==> config.mk <==
export PLATFORM = sky130hd
export DESIGN_NAME = sprite_rle_decoder_core_flat
export DESIGN_NICKNAME = d
export VERILOG_FILES = /design/src/rtl/sprd_pkg.sv /design/src/rtl/sprd_if.sv /design/src/rtl/sprite_rle_decoder_core.sv /design/src/rtl/sprd_decode.sv /design/src/rtl/sprd_out.sv /design/src/flat_wrapper.sv
export SDC_FILE = /design/constraint.sdc
export NUM_CORES = 1
export LEC_CHECK = 0
export BUFFER_PORTS_ARGS = -buffer_cell sky130_fd_sc_hd__buf_2
export CORE_ASPECT_RATIO = 0.6
export CORE_MARGIN = 4
export CORE_UTILIZATION = 40
export DETAILED_ROUTE_END_ITERATION = 12
export PLACE_DENSITY_LB_ADDON = 0.3
export SLEW_MARGIN = 5
export SYNTH_ARGS = -nofsm -noshare
export SYNTH_HDL_FRONTEND = slang
export SYNTH_SLANG_ARGS = --single-unit
export TNS_END_PERCENT = 5
==> constraint.sdc <==
create_clock -name clk -period 10.95 [get_ports clk]
set_input_delay 2.19 -clock clk [delete_from_list [all_inputs] [get_ports clk]]
set_output_delay 2.19 -clock clk [all_outputs]
set_load 0.05 [all_outputs]
==> src/rtl/sprd_pkg.sv <==
// ============================================================================
// sprd_pkg: shared types and constants for the sprite run-length decoder
// Register indexes, result kinds, the raw result record passed from the
// decoder to the output stage, and sizing constants.
// ============================================================================
package sprd_pkg;

    localparam int SPRITE_SIDE_DEF = 32;
    localparam int SPRITE_SIDE_MAX = 64;

    // Index and length fields sized for the largest supported sprite
    localparam int RAW_W = $clog2(SPRITE_SIDE_MAX * SPRITE_SIDE_MAX + 1);

    localparam int CFG_IDX_W  = 2;
    localparam int COLOR_W    = 32;
    localparam int ORIGIN_W   = 12;
    localparam int COORD_W    = 13;

    localparam logic [CFG_IDX_W-1:0] CFG_BACKGROUND = 2'd0;
    localparam logic [CFG_IDX_W-1:0] CFG_READ_KEY   = 2'd1;
    localparam logic [CFG_IDX_W-1:0] CFG_ORIGIN_X   = 2'd2;
    localparam logic [CFG_IDX_W-1:0] CFG_ORIGIN_Y   = 2'd3;

    localparam logic KIND_RUN = 1'b0;
    localparam logic KIND_KEY = 1'b1;

    // Result queue depth between decoder and output stage
    localparam int QUEUE_DEPTH = 4;

    typedef struct packed {
        logic [COLOR_W-1:0]  background_color;
        logic                read_color_key;
        logic [ORIGIN_W-1:0] origin_x;
        logic [ORIGIN_W-1:0] origin_y;
    } cfg_t;

    typedef struct packed {
        logic               kind;
        logic [RAW_W-1:0]   idx;
        logic [RAW_W-1:0]   len;
        logic [COLOR_W-1:0] color;
        logic               transp;
        logic               done;
    } raw_result_t;

    // Up to two results per input byte; the second is always the closing fill
    typedef struct packed {
        logic        v0;
        logic        v1;
        raw_result_t r0;
        raw_result_t r1;
    } push_t;

endpackage

==> src/rtl/sprd_if.sv <==
// ============================================================================
// sprd interfaces: record byte, result and configuration channels
// Valid/ready channels; a transaction completes when both are high.
// ============================================================================
interface sprd_in_if;
    logic       valid;
    logic       ready;
    logic [7:0] data_byte;
    logic       record_start;

    modport source (output valid, output data_byte, output record_start, input ready);
    modport sink   (input valid, input data_byte, input record_start, output ready);
endinterface

interface sprd_out_if #(
    parameter int RUN_W = 11
);
    logic             valid;
    logic             ready;
    logic             kind;
    logic [12:0]      start_x;
    logic [12:0]      start_y;
    logic [RUN_W-1:0] run_length;
    logic [31:0]      pixel_color;
    logic             is_transparent;
    logic             sprite_done;

    modport source (output valid, output kind, output start_x, output start_y,
                    output run_length, output pixel_color, output is_transparent,
                    output sprite_done, input ready);
    modport sink   (input valid, input kind, input start_x, input start_y,
                    input run_length, input pixel_color, input is_transparent,
                    input sprite_done, output ready);
endinterface

interface sprd_cfg_if;
    logic        valid;
    logic        ready;
    logic [1:0]  index;
    logic [31:0] data;

    modport source (output valid, output index, output data, input ready);
    modport sink   (input valid, input index, input data, output ready);
endinterface

==> src/rtl/sprite_rle_decoder_core.sv <==
// ============================================================================
// sprite_rle_decoder_core: alternating run-length sprite decoder
// Decodes sprite records one byte at a time into pixel runs, colour pixels,
// colour key results and a closing background fill.
//
//   channel   dir  payload                                        handshake
//   record    in   data_byte[7:0], record_start                   valid/ready
//   result    out  kind, start_x, start_y, run_length,            valid/ready
//                  pixel_color, is_transparent, sprite_done
//   cfg       in   index[1:0], data[31:0]                         valid/ready
//
// One byte per cycle is accepted while the queue has room; a byte makes up
// to two results, which leave through a 4-entry result queue at one per
// cycle while result.ready allows. A byte passes the input register, the
// queue, the reciprocal multiply stage and the coordinate/output register.
// The record channel stalls only while the queue cannot take two results.
// Reset (rst_n low, async) empties all stages and returns the parser to
// waiting for a record start; control state resets (transparent flag to one).
// ============================================================================
module sprite_rle_decoder_core #(
    parameter int SPRITE_SIDE = sprd_pkg::SPRITE_SIDE_DEF,
    parameter int RUN_W       = $clog2(SPRITE_SIDE * SPRITE_SIDE + 1)
) (
    input  logic        clk,
    input  logic        rst_n,
    sprd_in_if.sink     record,
    sprd_out_if.source  result,
    sprd_cfg_if.sink    cfg
);
    import sprd_pkg::*;

    cfg_t  cfg_reg;
    logic  room;
    push_t push;

    assign cfg.ready = 1'b1;

    always_ff @(posedge clk or negedge rst_n)
    begin
        if (!rst_n)
        begin
            cfg_reg <= '0;
        end
        else if (cfg.valid)
        begin
            case (cfg.index)
                CFG_BACKGROUND: cfg_reg.background_color <= cfg.data;
                CFG_READ_KEY:   cfg_reg.read_color_key   <= cfg.data[0];
                CFG_ORIGIN_X:   cfg_reg.origin_x         <= cfg.data[ORIGIN_W-1:0];
                CFG_ORIGIN_Y:   cfg_reg.origin_y         <= cfg.data[ORIGIN_W-1:0];
                default:        cfg_reg                  <= cfg_reg;
            endcase
        end
    end

    sprd_decode #(
        .SPRITE_SIDE (SPRITE_SIDE)
    ) u_decode (
        .clk    (clk),
        .rst_n  (rst_n),
        .record (record),
        .cfg    (cfg_reg),
        .room   (room),
        .push   (push)
    );

    sprd_out #(
        .SPRITE_SIDE (SPRITE_SIDE),
        .RUN_W       (RUN_W)
    ) u_out (
        .clk    (clk),
        .rst_n  (rst_n),
        .push   (push),
        .cfg    (cfg_reg),
        .room   (room),
        .result (result)
    );

endmodule

==> src/rtl/sprd_decode.sv <==
// ============================================================================
// sprd_decode: input register and record parser
// Registers one record byte, then walks header, counts and colour triples,
// producing up to two raw results per byte into the result queue.
// ============================================================================
module sprd_decode #(
    parameter int SPRITE_SIDE = sprd_pkg::SPRITE_SIDE_DEF
) (
    input  logic                clk,
    input  logic                rst_n,
    sprd_in_if.sink             record,
    input  sprd_pkg::cfg_t      cfg,
    input  logic                room,
    output sprd_pkg::push_t     push
);
    import sprd_pkg::*;

    localparam int PIXELS      = SPRITE_SIDE * SPRITE_SIDE;
    localparam int SIZE_LIMIT  = 6 * PIXELS;
    localparam int COUNT_LIMIT = 3 * PIXELS;
    localparam int IDX_W       = $clog2(PIXELS + 1);
    localparam int SIZE_W      = $clog2(SIZE_LIMIT + 1);
    localparam int CNT_W       = $clog2(COUNT_LIMIT + 1);

    typedef enum logic [2:0] {
        PH_IDLE,
        PH_KEY,
        PH_SIZE_LO,
        PH_SIZE_HI,
        PH_CNT_LO,
        PH_CNT_HI,
        PH_PIX
    } phase_t;

    logic             in_valid_reg;
    logic [7:0]       byte_reg;
    logic             start_reg;
    logic             fire;

    phase_t           phase_reg, phase_next;
    logic [SIZE_W-1:0] rsz_reg, rsz_next;
    logic [CNT_W-1:0] cc_reg, cc_next;
    logic             transp_reg, transp_next;
    logic [IDX_W-1:0] pix_reg, pix_next;
    logic [1:0]       bp_reg, bp_next;
    logic [23:0]      gather_reg, gather_next;
    logic [7:0]       hold_reg, hold_next;
    push_t            push_next;

    assign fire         = in_valid_reg && room;
    assign record.ready = !in_valid_reg || fire;
    assign push         = push_next;

    always_ff @(posedge clk or negedge rst_n)
    begin
        if (!rst_n)
        begin
            in_valid_reg <= 1'b0;
        end
        else if (record.ready)
        begin
            in_valid_reg <= record.valid;
        end
    end

    always_ff @(posedge clk)
    begin
        if (record.ready && record.valid)
        begin
            byte_reg  <= record.data_byte;
            start_reg <= record.record_start;
        end
    end

    always_comb
    begin
        logic [15:0]      word;
        logic [IDX_W-1:0] room_px;
        logic [IDX_W-1:0] len;
        logic             fill_req;
        raw_result_t      r;

        word      = {byte_reg, hold_reg};
        room_px   = IDX_W'(PIXELS) - pix_reg;
        len       = '0;
        fill_req  = 1'b0;
        r         = '0;

        phase_next  = phase_reg;
        rsz_next    = rsz_reg;
        cc_next     = cc_reg;
        transp_next = transp_reg;
        pix_next    = pix_reg;
        bp_next     = bp_reg;
        gather_next = gather_reg;
        hold_next   = hold_reg;
        push_next   = '0;

        if (fire)
        begin
            if (start_reg)
            begin
                rsz_next    = '0;
                cc_next     = '0;
                transp_next = 1'b1;
                pix_next    = '0;
                bp_next     = '0;
                gather_next = '0;
                phase_next  = cfg.read_color_key ? PH_KEY : PH_SIZE_LO;
            end

            case (phase_next)
                PH_KEY:
                begin
                    gather_next = {gather_next[15:0], byte_reg};
                    if (bp_next == 2'd2)
                    begin
                        bp_next      = '0;
                        r.kind       = KIND_KEY;
                        r.color      = {8'h00, gather_next};
                        push_next.r0 = r;
                        push_next.v0 = 1'b1;
                        phase_next   = PH_SIZE_LO;
                    end
                    else
                    begin
                        bp_next = bp_next + 2'd1;
                    end
                end
                PH_SIZE_LO:
                begin
                    hold_next  = byte_reg;
                    phase_next = PH_SIZE_HI;
                end
                PH_SIZE_HI:
                begin
                    if (word == 16'd0 || word > 16'(SIZE_LIMIT))
                    begin
                        r.kind       = KIND_RUN;
                        r.len        = RAW_W'(PIXELS);
                        r.color      = cfg.background_color;
                        r.transp     = 1'b1;
                        r.done       = 1'b1;
                        push_next.r0 = r;
                        push_next.v0 = 1'b1;
                        pix_next     = IDX_W'(PIXELS);
                        phase_next   = PH_IDLE;
                    end
                    else
                    begin
                        rsz_next   = SIZE_W'(word);
                        phase_next = PH_CNT_LO;
                    end
                end
                PH_CNT_LO:
                begin
                    hold_next  = byte_reg;
                    phase_next = PH_CNT_HI;
                end
                PH_CNT_HI:
                begin
                    if (word > 16'(COUNT_LIMIT))
                    begin
                        fill_req = 1'b1;
                    end
                    else
                    begin
                        rsz_next = (rsz_next > SIZE_W'(2)) ? rsz_next - SIZE_W'(2) : '0;
                        cc_next  = CNT_W'(word);
                        if (transp_next)
                        begin
                            len = (word < 16'(room_px)) ? IDX_W'(word) : room_px;
                            if (len != '0)
                            begin
                                r.kind       = KIND_RUN;
                                r.idx        = RAW_W'(pix_next);
                                r.len        = RAW_W'(len);
                                r.color      = cfg.background_color;
                                r.transp     = 1'b1;
                                push_next.r0 = r;
                                push_next.v0 = 1'b1;
                                pix_next     = pix_next + len;
                            end
                            cc_next     = '0;
                            transp_next = 1'b0;
                            if (rsz_next == '0)
                                fill_req = 1'b1;
                            else
                                phase_next = PH_CNT_LO;
                        end
                        else if (word == 16'd0)
                        begin
                            transp_next = 1'b1;
                            if (rsz_next == '0)
                                fill_req = 1'b1;
                            else
                                phase_next = PH_CNT_LO;
                        end
                        else
                        begin
                            bp_next    = '0;
                            phase_next = PH_PIX;
                        end
                    end
                end
                PH_PIX:
                begin
                    gather_next = {gather_next[15:0], byte_reg};
                    if (bp_next == 2'd2)
                    begin
                        bp_next = '0;
                        if (pix_next != IDX_W'(PIXELS))
                        begin
                            r.kind       = KIND_RUN;
                            r.idx        = RAW_W'(pix_next);
                            r.len        = RAW_W'(1);
                            r.color      = {8'hFF, gather_next};
                            push_next.r0 = r;
                            push_next.v0 = 1'b1;
                            pix_next     = pix_next + IDX_W'(1);
                        end
                        rsz_next = (rsz_next > SIZE_W'(3)) ? rsz_next - SIZE_W'(3) : '0;
                        if (cc_next != '0)
                            cc_next = cc_next - CNT_W'(1);
                        if (cc_next == '0)
                        begin
                            transp_next = ~transp_next;
                            if (rsz_next == '0)
                                fill_req = 1'b1;
                            else
                                phase_next = PH_CNT_LO;
                        end
                    end
                    else
                    begin
                        bp_next = bp_next + 2'd1;
                    end
                end
                default:
                begin
                    // no record in progress: byte dropped
                end
            endcase

            // Closing fill of whatever is left of the sprite
            if (fill_req)
            begin
                push_next.r1.kind   = KIND_RUN;
                push_next.r1.idx    = RAW_W'(pix_next);
                push_next.r1.len    = RAW_W'(IDX_W'(PIXELS) - pix_next);
                push_next.r1.color  = cfg.background_color;
                push_next.r1.transp = 1'b1;
                push_next.r1.done   = 1'b1;
                push_next.v1        = 1'b1;
                pix_next            = IDX_W'(PIXELS);
                phase_next          = PH_IDLE;
            end
        end
    end

    always_ff @(posedge clk or negedge rst_n)
    begin
        if (!rst_n)
        begin
            phase_reg  <= PH_IDLE;
            rsz_reg    <= '0;
            cc_reg     <= '0;
            transp_reg <= 1'b1;
            pix_reg    <= '0;
            bp_reg     <= '0;
            gather_reg <= '0;
            hold_reg   <= '0;
        end
        else
        begin
            phase_reg  <= phase_next;
            rsz_reg    <= rsz_next;
            cc_reg     <= cc_next;
            transp_reg <= transp_next;
            pix_reg    <= pix_next;
            bp_reg     <= bp_next;
            gather_reg <= gather_next;
            hold_reg   <= hold_next;
        end
    end

    a_pix_bound: assert property (@(posedge clk) disable iff (!rst_n)
        pix_reg <= IDX_W'(PIXELS))
        else $error("pixel index beyond sprite");

    a_pix_chunk: assert property (@(posedge clk) disable iff (!rst_n)
        (phase_reg == PH_PIX) |-> (cc_reg != '0))
        else $error("colour chunk active with zero count");

    a_push_room: assert property (@(posedge clk) disable iff (!rst_n)
        (push.v0 || push.v1) |-> room)
        else $error("results pushed without queue room");

endmodule

==> src/rtl/sprd_out.sv <==
// ============================================================================
// sprd_out: result queue and coordinate stage
// Queues raw results, splits the pixel index into row and column by a
// reciprocal multiply (one stage) and a correction (second stage).
// ============================================================================
module sprd_out #(
    parameter int SPRITE_SIDE = sprd_pkg::SPRITE_SIDE_DEF,
    parameter int RUN_W       = $clog2(SPRITE_SIDE * SPRITE_SIDE + 1)
) (
    input  logic            clk,
    input  logic            rst_n,
    input  sprd_pkg::push_t push,
    input  sprd_pkg::cfg_t  cfg,
    output logic            room,
    sprd_out_if.source      result
);
    import sprd_pkg::*;

    localparam int PIXELS    = SPRITE_SIDE * SPRITE_SIDE;
    localparam int IDX_W     = $clog2(PIXELS + 1);
    localparam int Q_W       = $clog2(SPRITE_SIDE + 1);
    localparam int COL_W     = $clog2(SPRITE_SIDE);
    localparam int DIV_SHIFT = 24;
    localparam int RECIP     = (1 << DIV_SHIFT) / SPRITE_SIDE;
    localparam int PROD_W    = DIV_SHIFT + Q_W + 1;
    localparam int PTR_W     = $clog2(QUEUE_DEPTH);
    localparam int CNT_W     = $clog2(QUEUE_DEPTH + 1);

    raw_result_t      queue_mem [QUEUE_DEPTH];
    logic [PTR_W-1:0] wr_ptr_reg, rd_ptr_reg;
    logic [CNT_W-1:0] count_reg;
    logic [1:0]       push_n;
    logic             pop;

    logic             a_valid_reg;
    raw_result_t      a_raw_reg;
    logic [Q_W-1:0]   a_q_reg;
    logic [PROD_W-1:0] prod;
    logic             a_load, b_load;

    logic [IDX_W-1:0] rem;
    logic [Q_W-1:0]   row;
    logic [COL_W-1:0] col;

    logic             out_valid_reg;

    assign room   = count_reg <= CNT_W'(QUEUE_DEPTH - 2);
    assign push_n = 2'(push.v0) + 2'(push.v1);
    assign b_load = !out_valid_reg || result.ready;
    assign a_load = !a_valid_reg || b_load;
    assign pop    = (count_reg != '0) && a_load;

    always_ff @(posedge clk or negedge rst_n)
    begin
        if (!rst_n)
        begin
            wr_ptr_reg <= '0;
            rd_ptr_reg <= '0;
            count_reg  <= '0;
        end
        else
        begin
            wr_ptr_reg <= wr_ptr_reg + PTR_W'(push_n);
            rd_ptr_reg <= rd_ptr_reg + PTR_W'(pop);
            count_reg  <= count_reg + CNT_W'(push_n) - CNT_W'(pop);
        end
    end

    // Only the closing fill may arrive alone in the second slot
    always_ff @(posedge clk)
    begin
        if (push_n != 2'd0)
            queue_mem[wr_ptr_reg] <= push.v0 ? push.r0 : push.r1;
        if (push_n == 2'd2)
            queue_mem[wr_ptr_reg + PTR_W'(1)] <= push.r1;
    end

    // Estimate is at most one below the true quotient
    assign prod = PROD_W'(queue_mem[rd_ptr_reg].idx) * PROD_W'(RECIP);

    always_ff @(posedge clk or negedge rst_n)
    begin
        if (!rst_n)
            a_valid_reg <= 1'b0;
        else if (a_load)
            a_valid_reg <= (count_reg != '0);
    end

    always_ff @(posedge clk)
    begin
        if (pop)
        begin
            a_raw_reg <= queue_mem[rd_ptr_reg];
            a_q_reg   <= prod[DIV_SHIFT +: Q_W];
        end
    end

    always_comb
    begin
        rem = IDX_W'(a_raw_reg.idx) - IDX_W'(IDX_W'(a_q_reg) * IDX_W'(SPRITE_SIDE));
        if (rem >= IDX_W'(SPRITE_SIDE))
        begin
            row = a_q_reg + Q_W'(1);
            col = COL_W'(rem - IDX_W'(SPRITE_SIDE));
        end
        else
        begin
            row = a_q_reg;
            col = COL_W'(rem);
        end
    end

    always_ff @(posedge clk or negedge rst_n)
    begin
        if (!rst_n)
            out_valid_reg <= 1'b0;
        else if (b_load)
            out_valid_reg <= a_valid_reg;
    end

    always_ff @(posedge clk)
    begin
        if (b_load && a_valid_reg)
        begin
            result.kind           <= a_raw_reg.kind;
            result.start_x        <= COORD_W'(cfg.origin_x) + COORD_W'(col);
            result.start_y        <= COORD_W'(cfg.origin_y) + COORD_W'(row);
            result.run_length     <= RUN_W'(a_raw_reg.len);
            result.pixel_color    <= a_raw_reg.color;
            result.is_transparent <= a_raw_reg.transp;
            result.sprite_done    <= a_raw_reg.done;
        end
    end

    assign result.valid = out_valid_reg;

    a_no_overflow: assert property (@(posedge clk) disable iff (!rst_n)
        count_reg <= CNT_W'(QUEUE_DEPTH))
        else $error("result queue overflow");

    a_pop_nonempty: assert property (@(posedge clk) disable iff (!rst_n)
        pop |-> (count_reg != '0))
        else $error("result queue underflow");

    a_col_range: assert property (@(posedge clk) disable iff (!rst_n)
        a_valid_reg |-> (rem < IDX_W'(2 * SPRITE_SIDE)))
        else $error("quotient estimate off by more than one");

endmodule
==> src/flat_wrapper.sv <==
// flat-port wrapper written by rule: the top's interface ports become plain ports
module sprite_rle_decoder_core_flat import sprd_pkg::*;
#(
    parameter int SPRITE_SIDE = sprd_pkg::SPRITE_SIDE_DEF,
    parameter int RUN_W       = $clog2(SPRITE_SIDE * SPRITE_SIDE + 1)
)
  (clk, rst_n, record_valid, record_data_byte, record_record_start, record_ready, result_valid, result_kind, result_start_x, result_start_y, result_run_length, result_pixel_color, result_is_transparent, result_sprite_done, result_ready, cfg_valid, cfg_index, cfg_data, cfg_ready);
  sprd_in_if record_i ();
  sprd_out_if #(.RUN_W(RUN_W)) result_i ();
  sprd_cfg_if cfg_i ();
  input  logic clk;
  input  logic rst_n;
  input wire logic [$bits(record_i.valid)-1:0] record_valid;
  input wire logic [$bits(record_i.data_byte)-1:0] record_data_byte;
  input wire logic [$bits(record_i.record_start)-1:0] record_record_start;
  output wire logic [$bits(record_i.ready)-1:0] record_ready;
  output wire logic [$bits(result_i.valid)-1:0] result_valid;
  output wire logic [$bits(result_i.kind)-1:0] result_kind;
  output wire logic [$bits(result_i.start_x)-1:0] result_start_x;
  output wire logic [$bits(result_i.start_y)-1:0] result_start_y;
  output wire logic [$bits(result_i.run_length)-1:0] result_run_length;
  output wire logic [$bits(result_i.pixel_color)-1:0] result_pixel_color;
  output wire logic [$bits(result_i.is_transparent)-1:0] result_is_transparent;
  output wire logic [$bits(result_i.sprite_done)-1:0] result_sprite_done;
  input wire logic [$bits(result_i.ready)-1:0] result_ready;
  input wire logic [$bits(cfg_i.valid)-1:0] cfg_valid;
  input wire logic [$bits(cfg_i.index)-1:0] cfg_index;
  input wire logic [$bits(cfg_i.data)-1:0] cfg_data;
  output wire logic [$bits(cfg_i.ready)-1:0] cfg_ready;
  assign record_i.valid = record_valid;
  assign record_i.data_byte = record_data_byte;
  assign record_i.record_start = record_record_start;
  assign record_ready = record_i.ready;
  assign result_valid = result_i.valid;
  assign result_kind = result_i.kind;
  assign result_start_x = result_i.start_x;
  assign result_start_y = result_i.start_y;
  assign result_run_length = result_i.run_length;
  assign result_pixel_color = result_i.pixel_color;
  assign result_is_transparent = result_i.is_transparent;
  assign result_sprite_done = result_i.sprite_done;
  assign result_i.ready = result_ready;
  assign cfg_i.valid = cfg_valid;
  assign cfg_i.index = cfg_index;
  assign cfg_i.data = cfg_data;
  assign cfg_ready = cfg_i.ready;
  sprite_rle_decoder_core #(.SPRITE_SIDE(SPRITE_SIDE), .RUN_W(RUN_W)) u_core (.clk(clk), .rst_n(rst_n), .record(record_i), .result(result_i), .cfg(cfg_i));
endmodule
* After elaboration in Yosys (flattened, before gate mapping)
Memory sizes are Yosys's and may differ from the RTL's. Cells that the tools add are included.
Word-level totals: flip-flop bits (word level) 277, RAM bits 244, input bits 48, output and inout port bits 75, memories 1
Operators by class: $add $sub $neg 19, order comparisons 7, eq/ne operators 12, muxes and demuxes 96, bitwise gates (word level) 1, reduce and logical (&&, ||, !) cells 27
Memory list:
- u_core.u_out.queue_mem | words 4, width 61, read ports 1, clocked after Yosys merged registers in 0, write ports 2, RTL line sprd_out.sv:29 | raw_result_t queue_mem [QUEUE_DEPTH];
Operators by type and width (count):
- 58-bit two-way mux | 6
- 61-bit case mux with 4 select lines | 1
- 124-bit two-way mux | 1
- 61-bit two-way mux | 2
- 11-bit two-way mux | 11
- 12-bit two-way mux | 9
- 13-bit two-way mux | 7
- 45-bit two-way mux | 1
- 13-bit case mux with 3 select lines | 1
- 3-bit two-way mux | 12
- 11-bit case mux with 3 select lines | 1
- 16-bit two-way mux | 2
- 1-bit two-way mux | 27
- 13-bit by 2-bit > comparator with 1-bit output (second input constant) | 2
- 13-bit logical NOT | 2
- 13-bit by 2-bit subtractor with 13-bit output (second input constant) | 2
- 12-bit case mux with 2 select lines | 1
- 3-bit case mux with 6 select lines | 1
- 16-bit by 12-bit > comparator with 1-bit output (second input constant) | 1
- 16-bit by 13-bit > comparator with 1-bit output (second input constant) | 1
- 16-bit logical NOT | 1
- 16-bit by 11-bit less-than comparator with 1-bit output | 1
- 2-bit two-way mux | 7
- 12-bit by 5-bit adder with 13-bit output | 1
- 40 further kinds | 61

* Logic depth before layout (Yosys ltp)
Gate-level depths: netlist of the first run.
depth in word-level cells 19, gate-level depth with buffers 29, depth with buffers taken out 26

* By module
From an unflattened synthesis of the first run, not the netlist that was laid out.
Unflattened totals: cells, all modules 1999, area, all modules 26416.6 µm²
Modules (own cells, without submodules):
- sprd_out | instances 1, cells an instance 831, area each 16397.0 µm², seq. area each 10945.5 µm²
- sprd_decode | instances 1, cells an instance 1043, area each 7855.0 µm², seq. area each 1948.1 µm²
- sprite_rle_decoder_core | instances 1, cells an instance 125, area each 2164.6 µm², seq. area each 1426.4 µm²

* Least setup slack after synthesis of the first run
Ideal clock, no wire load.
path kind input-to-reg, from input port result_ready, to register u_core.u_out.count_reg[2], setup time 0.123 ns, arrival time 6.604 ns, required time 10.827 ns, slack 4.223 ns, stages 9, path buffers 0, path through nor2b_1 > a21oi_1 > ha_1 > inv_1 > ha_1 > inv_1 > fa_1 > xor2_1 > xnor2_1
Between the ends: cells in the longest elaborated chain, start to end 4
Ends and longest elaborated chain:
- start, declared | RTL line flat_wrapper.sv:25 | input wire logic [$bits(result_i.ready)-1:0] result_ready;
- 1-bit logical OR | RTL line sprd_out.sv:49 | assign b_load = !out_valid_reg || result.ready;
- 1-bit logical OR | RTL line sprd_out.sv:50 | assign a_load = !a_valid_reg || b_load;
- 1-bit logical AND | RTL line sprd_out.sv:51 | assign pop = (count_reg != '0) && a_load;
- via u_core.u_out.pop | RTL line sprd_out.sv:33 | logic pop;
- 3-bit by 1-bit subtractor with 3-bit output | RTL line sprd_out.sv:65 | count_reg <= count_reg + CNT_W'(push_n) - CNT_W'(pop);
- end signal, assigned | RTL line sprd_out.sv:65
- end, declared | RTL line sprd_out.sv:31 | logic [CNT_W-1:0] count_reg;
The timed path passes the listed nets, and every way through them passes these cells. A chain may end at the register's enable or synchronous reset.

==> flow_summary_export.csv, run 1 <==
group,metric,value,unit
outcome,outcome,"finished, final reports clean",
timing,slew_headroom,13.28,%
worst_setup_path,cp_cell_sequence,"inv_1 -> ha_1 -> nor3b_1 -> a31oi_1 -> or2_2 -> ha_1 -> and2_1 -> o2111ai_1 -> o21ai_0 -> a21oi_1 -> buf_4 -> o211ai_1 -> a31oi_2 -> inv_1 -> ha_1 -> nor2_1 -> and2_1 -> a21oi_1 -> nand2b_1 -> o21ai_2 -> buf_4 -> a22o_1",
clock_network,clk_pin_slew,0.07,ns
cells_and_area,final_nets,2109,
timing,clock_skew,0.02545,ns
detailed_routing,vias,17546,
timing,setup_ws,3.797,ns
logic_synthesis,avgSynthCellArea,12.65,µm²
clock_network,postCtsSetupRepairBufs,0,
job,max-cap-violations,0,
logic_synthesis,synth_most_common_cell,"edfxtp_1",
power,ir_drop,159.9,µV
timing,finalSetupTns,0,ns
logic_synthesis,async_reset_ff_share,26.65,%
placement,dp.cells,2775,
clock_network,tritoncts,"built",
clock_network,cts-root-buf,"clkbuf_16",
worst_setup_path,cp.arrival,7.49,ns
worst_setup_path,r2r_start,"u_core.u_decode.pix_reg[0]",
detailed_routing,routed_via_density,6.124,
grt,antenna_found_initial,1,
timing,clock.fmax,0.1398,GHz
worst_setup_path,required,11.29,ns
worst_hold_path,hp-class,"reg -> reg",
worst_hold_path,min_from,"u_core.u_out.a_raw_reg[26]",
timing,hold_violations,0,
power,leakagePower,10.37,nW
detailed_routing,detail_route.wirelength,73.92,mm
clock_network,clockBufferDepth,3,
floorplanning,floorplan.rows,69,
logic_synthesis,ys_warn_count,0,
cells_and_area,syn2layout_area_growth,12.53,%
worst_setup_path,worst_path_max_delay_cell,"a21oi_1",
cells_and_area,fin_area,27560,µm²
worst_setup_path,cp_common_cell,"ha_1",
grt,grt_max_degree,74,
logic_synthesis,yosysTopAreaCell,"edfxtp_1",
logic_synthesis,synth_nets,2036,
timing,post-route-min-period,7.153,ns
detailed_routing,drt_first_pass_iters,7,
worst_setup_path,end_kind,"register",
timing,finalSetupViolations,0,
detailed_routing,drt-wirelength-per-cell,25.80,µm
logic_synthesis,synth_ff_type,"edfxtp_1",
timing,period_share,65.32,%
detailed_routing,drc_errors,0,
grt,grt_pass1_wl,110.5,mm
timing,drv_slew,0,
power,p_total,6.715,mW
placement,hpwl,49.62,mm
logic_synthesis,synth_area_leaders,"edfxtp_1, dfrtp_1, mux4_2, a22o_1, mux2_2",
logic_synthesis,synth_area,24490,µm²
worst_setup_path,crit_buf_inv,4,
clock_network,cts-buffers-inserted,48,
logic_synthesis,synth_cell_types,102,
clock_network,clk_latency,0.60,ns
logic_synthesis,seq_area_frac_synth,58.30,%
timing,tightest_slew,1.296,ns
cells_and_area,n_antenna_cell,0,
floorplanning,core_area,59920,µm²
logic_synthesis,yosysTopAreaCellShare,44.38,%
floorplanning,die_h,199.7,µm
clock_network,holdBufCountCts,0,
worst_setup_path,startpoint,"u_core.u_decode.pix_reg[0]",
worst_setup_path,crit_path_max_fanout,32,
cells_and_area,layout-drive-gt1-share,19.77,%
clock_network,htree_num_levels,2,
logic_synthesis,ys_ff_latch,499,
logic_synthesis,syn_inst,1936,
worst_setup_path,ff2ff_setup_slack,3.80,ns
placement,place.gp.congestion,0.9658,
cells_and_area,largest_reg_flops,228,
worst_setup_path,cp_top_family,"compound AO/OA/AOI/OAI gates",
grt,grt_pass1_vias,17120,
floorplanning,die-width,327.5,µm
placement,dpl-instance-area,25890,µm²
floorplanning,num_io_pins,123,
worst_setup_path,slowest_delay,0.89,ns
detailed_routing,ant_nets,0,
clock_network,cts_resized,0,
floorplanning,dieArea,65390,µm²
worst_setup_path,cp-start-kind,"register",
placement,place_ws,4.081,ns
power,p_per_area,243.6,nW/µm²
clock_network,clock-sinks,499,
floorplanning,floorplan.initialDensity,40.88,%
logic_synthesis,netlist_top_cells_count,"edfxtp_1, nand2_1, dfrtp_1",
cells_and_area,layout.cells.non_filler,2865,
timing,rsz0062_at_grt,"no",
detailed_routing,drt_iter0_drc,2458,
grt,grt_usage,22.33,%
placement,io_buffers,121,
logic_synthesis,synth_edf_count,362,
worst_setup_path,crit_type,"reg -> reg",
grt,globalRouteOverflowTotal,0,
placed cells by master (no fill, tap or decap), drive strengths merged, types with 18 or more instances in the layout:
cell	n
nand2b	28
inv	63
dfrtp	132
nand2	168
a22o	92
edfxtp	362
mux2	69
a21o	47
ha	48
mux4	57
xnor2	45
o22ai	90
a22oi	19
clkinv	18
xor2	30
nor3	38
nor2	86
nand3	43
clkbuf	58
buf	154
o21ai	111
a21oi	58
layer usage:
metal | wire, µm | share of wire (%) | vias to the layer above | global-route usage (%)
met5 | 0 | 0 | - | 0
met4 | 1485 | 2.0 | 0 | 4.969
met3 | 8397 | 11 | 128 | 6.168
met2 | 30020 | 41 | 958 | 31.00
met1 | 34020 | 46 | 8873 | 34.55
li1 | - | - | 7587 | -
layout make-up:
cell class	count	area (µm²)
Fill cell	5405	32350
Sequential cell	499	14290
Multi-Input combinational cell	1245	9492
Clock buffer	58	1260
Tap cell	816	1021
Timing Repair Buffer	154	859.6
Clock inverter	32	415.4
Inverter	61	229.0
where the power goes:
group | internal [mW] | switching [mW] | total, mW
sequential | 2.53 | 0.396 | 2.92
clock | 1.02 | 0.764 | 1.78
combinational | 0.705 | 1.30 | 2.01
total | 4.25 | 2.46 | 6.72
worst paths after layout:
path / depth (start not counted) / end
max: 22 / u_core.u_out.queue_mem[1][5]
min: 0 / u_core.u_out.result.pixel_color[24]
max reg2reg: 22 / u_core.u_out.queue_mem[1][5]
min reg2reg: 0 / u_core.u_out.result.pixel_color[24]
max in group asynchronous: 2 / u_core.cfg_reg[5]
min in group asynchronous: 1 / u_core.cfg_reg[56]
through the flow:
stage | utilization (%) | hold WS, ns
2_1_floorplan | - | 0.4003
3_3_place_gp | 43.21 | 0.4048
3_5_place_dp | 43.21 | 0.4062
4_1_cts | 46.01 | 0.4080
5_1_grt | 46.01 | 0.4132
6_report | 46.01 | 0.4104
logic make-up (layout without fill, tap and decap cells):
group / Yosys count / in the layout / synth area share, %
buf+inv: 192 / 305 / 3.167
compound gates: 525 / 525 / 14.99
simple gates: 461 / 461 / 9.440
mux: 131 / 131 / 8.633
other cells: 1 / 1 / 0.01531
xor+xnor: 75 / 75 / 2.682
flops: 499 / 499 / 58.30
fa+ha+maj: 52 / 52 / 2.779
No activity file was read; power rests on OpenSTA's default activity.
==> run 2: changes to the inputs <==
clock period = 6.32 ns   (was 10.95 ns; I/O delays follow)
==> run 2 against run 1 <==
Highest routed layer unchanged. Largest power group unchanged. Hold slack got worse by 0.0036 ns. Clock power increased by 72%. Clock-buffer cell count increased by 10. Critical path type unchanged. Final cell count increased by 3.4%. Non-clock buffer count increased by 93. First-iteration DRC count decreased by 5.6%. Via count increased by 1.6%. Global-route usage increased by 0.51 points. Sequential power increased by 71%. Register-to-register slack got worse by 3.4 ns.
==> flow_summary_export.csv, run 2 (synthesis gave the netlist of run 1 again) <==
group,metric,value,unit
outcome,outcome,"finished, final reports clean",
clock_network,clk_pin_slew,0.06,ns
floorplanning,floorplan.initialDensity,40.88,%
worst_setup_path,cp.arrival,6.26,ns
floorplanning,core_area,59920,µm²
floorplanning,num_io_pins,123,
grt,grt_usage,22.83,%
cells_and_area,final_nets,2203,
worst_setup_path,cp-start-kind,"register",
detailed_routing,vias,17828,
detailed_routing,wl_met2,30.92,mm
detailed_routing,met3_length,8.483,mm
detailed_routing,drt_iter0_drc,2320,
worst_setup_path,worst_path_max_delay_cell,"or4_4",
detailed_routing,drc_errors,0,
clock_network,htree_num_levels,2,
clock_network,cts-root-buf,"clkbuf_16",
timing,drv_slew,0,
cells_and_area,mostFrequentLayoutCell,"edfxtp_1",
timing,slew_headroom,14.97,%
grt,grt_pass1_vias,17371,
timing,finalSetupTns,0,ns
worst_hold_path,hp-class,"reg -> reg",
detailed_routing,ant_nets,0,
detailed_routing,top_layer_used,"met4",
power,p_per_area,409.9,nW/µm²
worst_setup_path,crit_type,"reg -> reg",
worst_setup_path,required,6.63,ns
placement,io_buffers,121,
worst_setup_path,end_kind,"register",
detailed_routing,drt_first_pass_iters,6,
floorplanning,die-width,327.5,µm
placement,place.gp.congestion,0.9377,
cells_and_area,layout-drive-gt1-share,23.97,%
timing,clock.fmax,0.1682,GHz
worst_setup_path,crit_path_max_fanout,8,
clock_network,clk_latency,0.60,ns
clock_network,tritoncts,"built",
clock_network,clockBufferDepth,3,
timing,post-route-min-period,5.946,ns
grt,antenna_found_initial,1,
grt,globalRouteOverflowTotal,0,
power,leakagePower,10.91,nW
power,p_total,11.72,mW
floorplanning,floorplan.rows,69,
timing,period_share,94.09,%
worst_setup_path,slowest_delay,0.56,ns
worst_setup_path,crit_buf_inv,4,
floorplanning,die_h,199.7,µm
grt,grt_max_degree,79,
grt,grt_pass1_wl,112.7,mm
clock_network,holdBufCountCts,0,
floorplanning,dieArea,65390,µm²
cells_and_area,largest_reg_flops,228,
power,ir_drop,247.9,µV
timing,clock_skew,0.03426,ns
cells_and_area,mostFrequentLayoutCells,"edfxtp_1, nand2_1, dfrtp_1, buf_2, buf_4",
job,max-cap-violations,0,
detailed_routing,detail_route.wirelength,75.09,mm
worst_setup_path,cp_top_family,"simple AND/OR/NAND/NOR gates",
detailed_routing,drt-wirelength-per-cell,25.36,µm
timing,tightest_slew,1.275,ns
clock_network,cts-buffers-inserted,49,
clock_network,clock-sinks,499,
timing,finalSetupViolations,0,
cells_and_area,syn2layout_area_growth,16.69,%
detailed_routing,wl_met1,34.50,mm
timing,hold_violations,0,
placement,hpwl,52.14,mm
detailed_routing,routed_via_density,6.021,
run 2: final cells by class:
cell class / count / area (µm²)
fill: 5379 / 31330
inverter: 61 / 229.0
sequential: 499 / 14290
clock buffer: 68 / 1389
multi-input combinational: 1245 / 9570
clock inverter: 24 / 295.3
timing repair buffer: 247 / 1787
tap: 816 / 1021
antenna: 1 / 2.502
run 2: report_power, final:
group | total, mW | switching (mW) | internal, mW
combinational | 3.66 | 2.33 | 1.32
clock | 3.07 | 1.32 | 1.76
sequential | 4.99 | 0.610 | 4.38
run 2: per-layer routing:
| metal | vias to the layer above | global-route usage (%) |
|---|---|---|
| met1 | 8969 | 35.66 |
| met4 | 0 | 4.168 |
| met3 | 105 | 5.920 |
| li1 | 7781 | - |
| met5 | - | 0 |
| met2 | 973 | 32.06 |
run 2: worst register-to-register path, delay by kind of cell, from the launching register on:
kind                     cells  cell delay [ns]
multiplexers                 1             0.26
flip-flops                   1             0.46
XOR/XNOR                     2             0.50
AND/OR/NAND/NOR              8             1.90
buffers and inverters        4             0.38
AO/OA/AOI/OAI                6             0.98
adder cells (fa/ha/maj)      4             1.17
run 2: per-stage QoR:
stage,hold slack [ns],instance area [µm²],utilization [%],cells,setup slack (ns)
2_1_floorplan,0.4003,24490,-,1936,0.2973
3_3_place_gp,0.4019,26800,44.73,2866,0.03853
3_5_place_dp,0.4045,26800,44.73,2866,0.01146
4_1_cts,0.4075,28490,47.55,2958,0.03920
5_1_grt,0.4130,28580,47.70,2960,-0.001982
6_report,0.4069,28580,47.71,2961,0.3738
run 2: what timing repair did:
action                                 CTS  global route
resized for setup                        1            18
endpoints found under the hold margin    0             0
pin swaps                                0             3
setup endpoints to repair               10            31
buffers inserted                         0             2
run 2: final timing paths:
path                                       startpoint                                  end  slack [ns]  depth (start not counted)
max                        u_core.u_decode.pix_reg[0]        u_core.u_out.queue_mem[0][42]        0.37                         25
min                        u_core.u_out.a_raw_reg[18]  u_core.u_out.result.pixel_color[16]        0.41                          0
max reg2reg                u_core.u_decode.pix_reg[0]        u_core.u_out.queue_mem[0][42]        0.37                         25
min reg2reg                u_core.u_out.a_raw_reg[18]  u_core.u_out.result.pixel_color[16]        0.41                          0
max in group asynchronous                       rst_n           u_core.u_decode.rsz_reg[5]        4.18                          2
min in group asynchronous                       rst_n                   u_core.cfg_reg[54]        0.75                          1
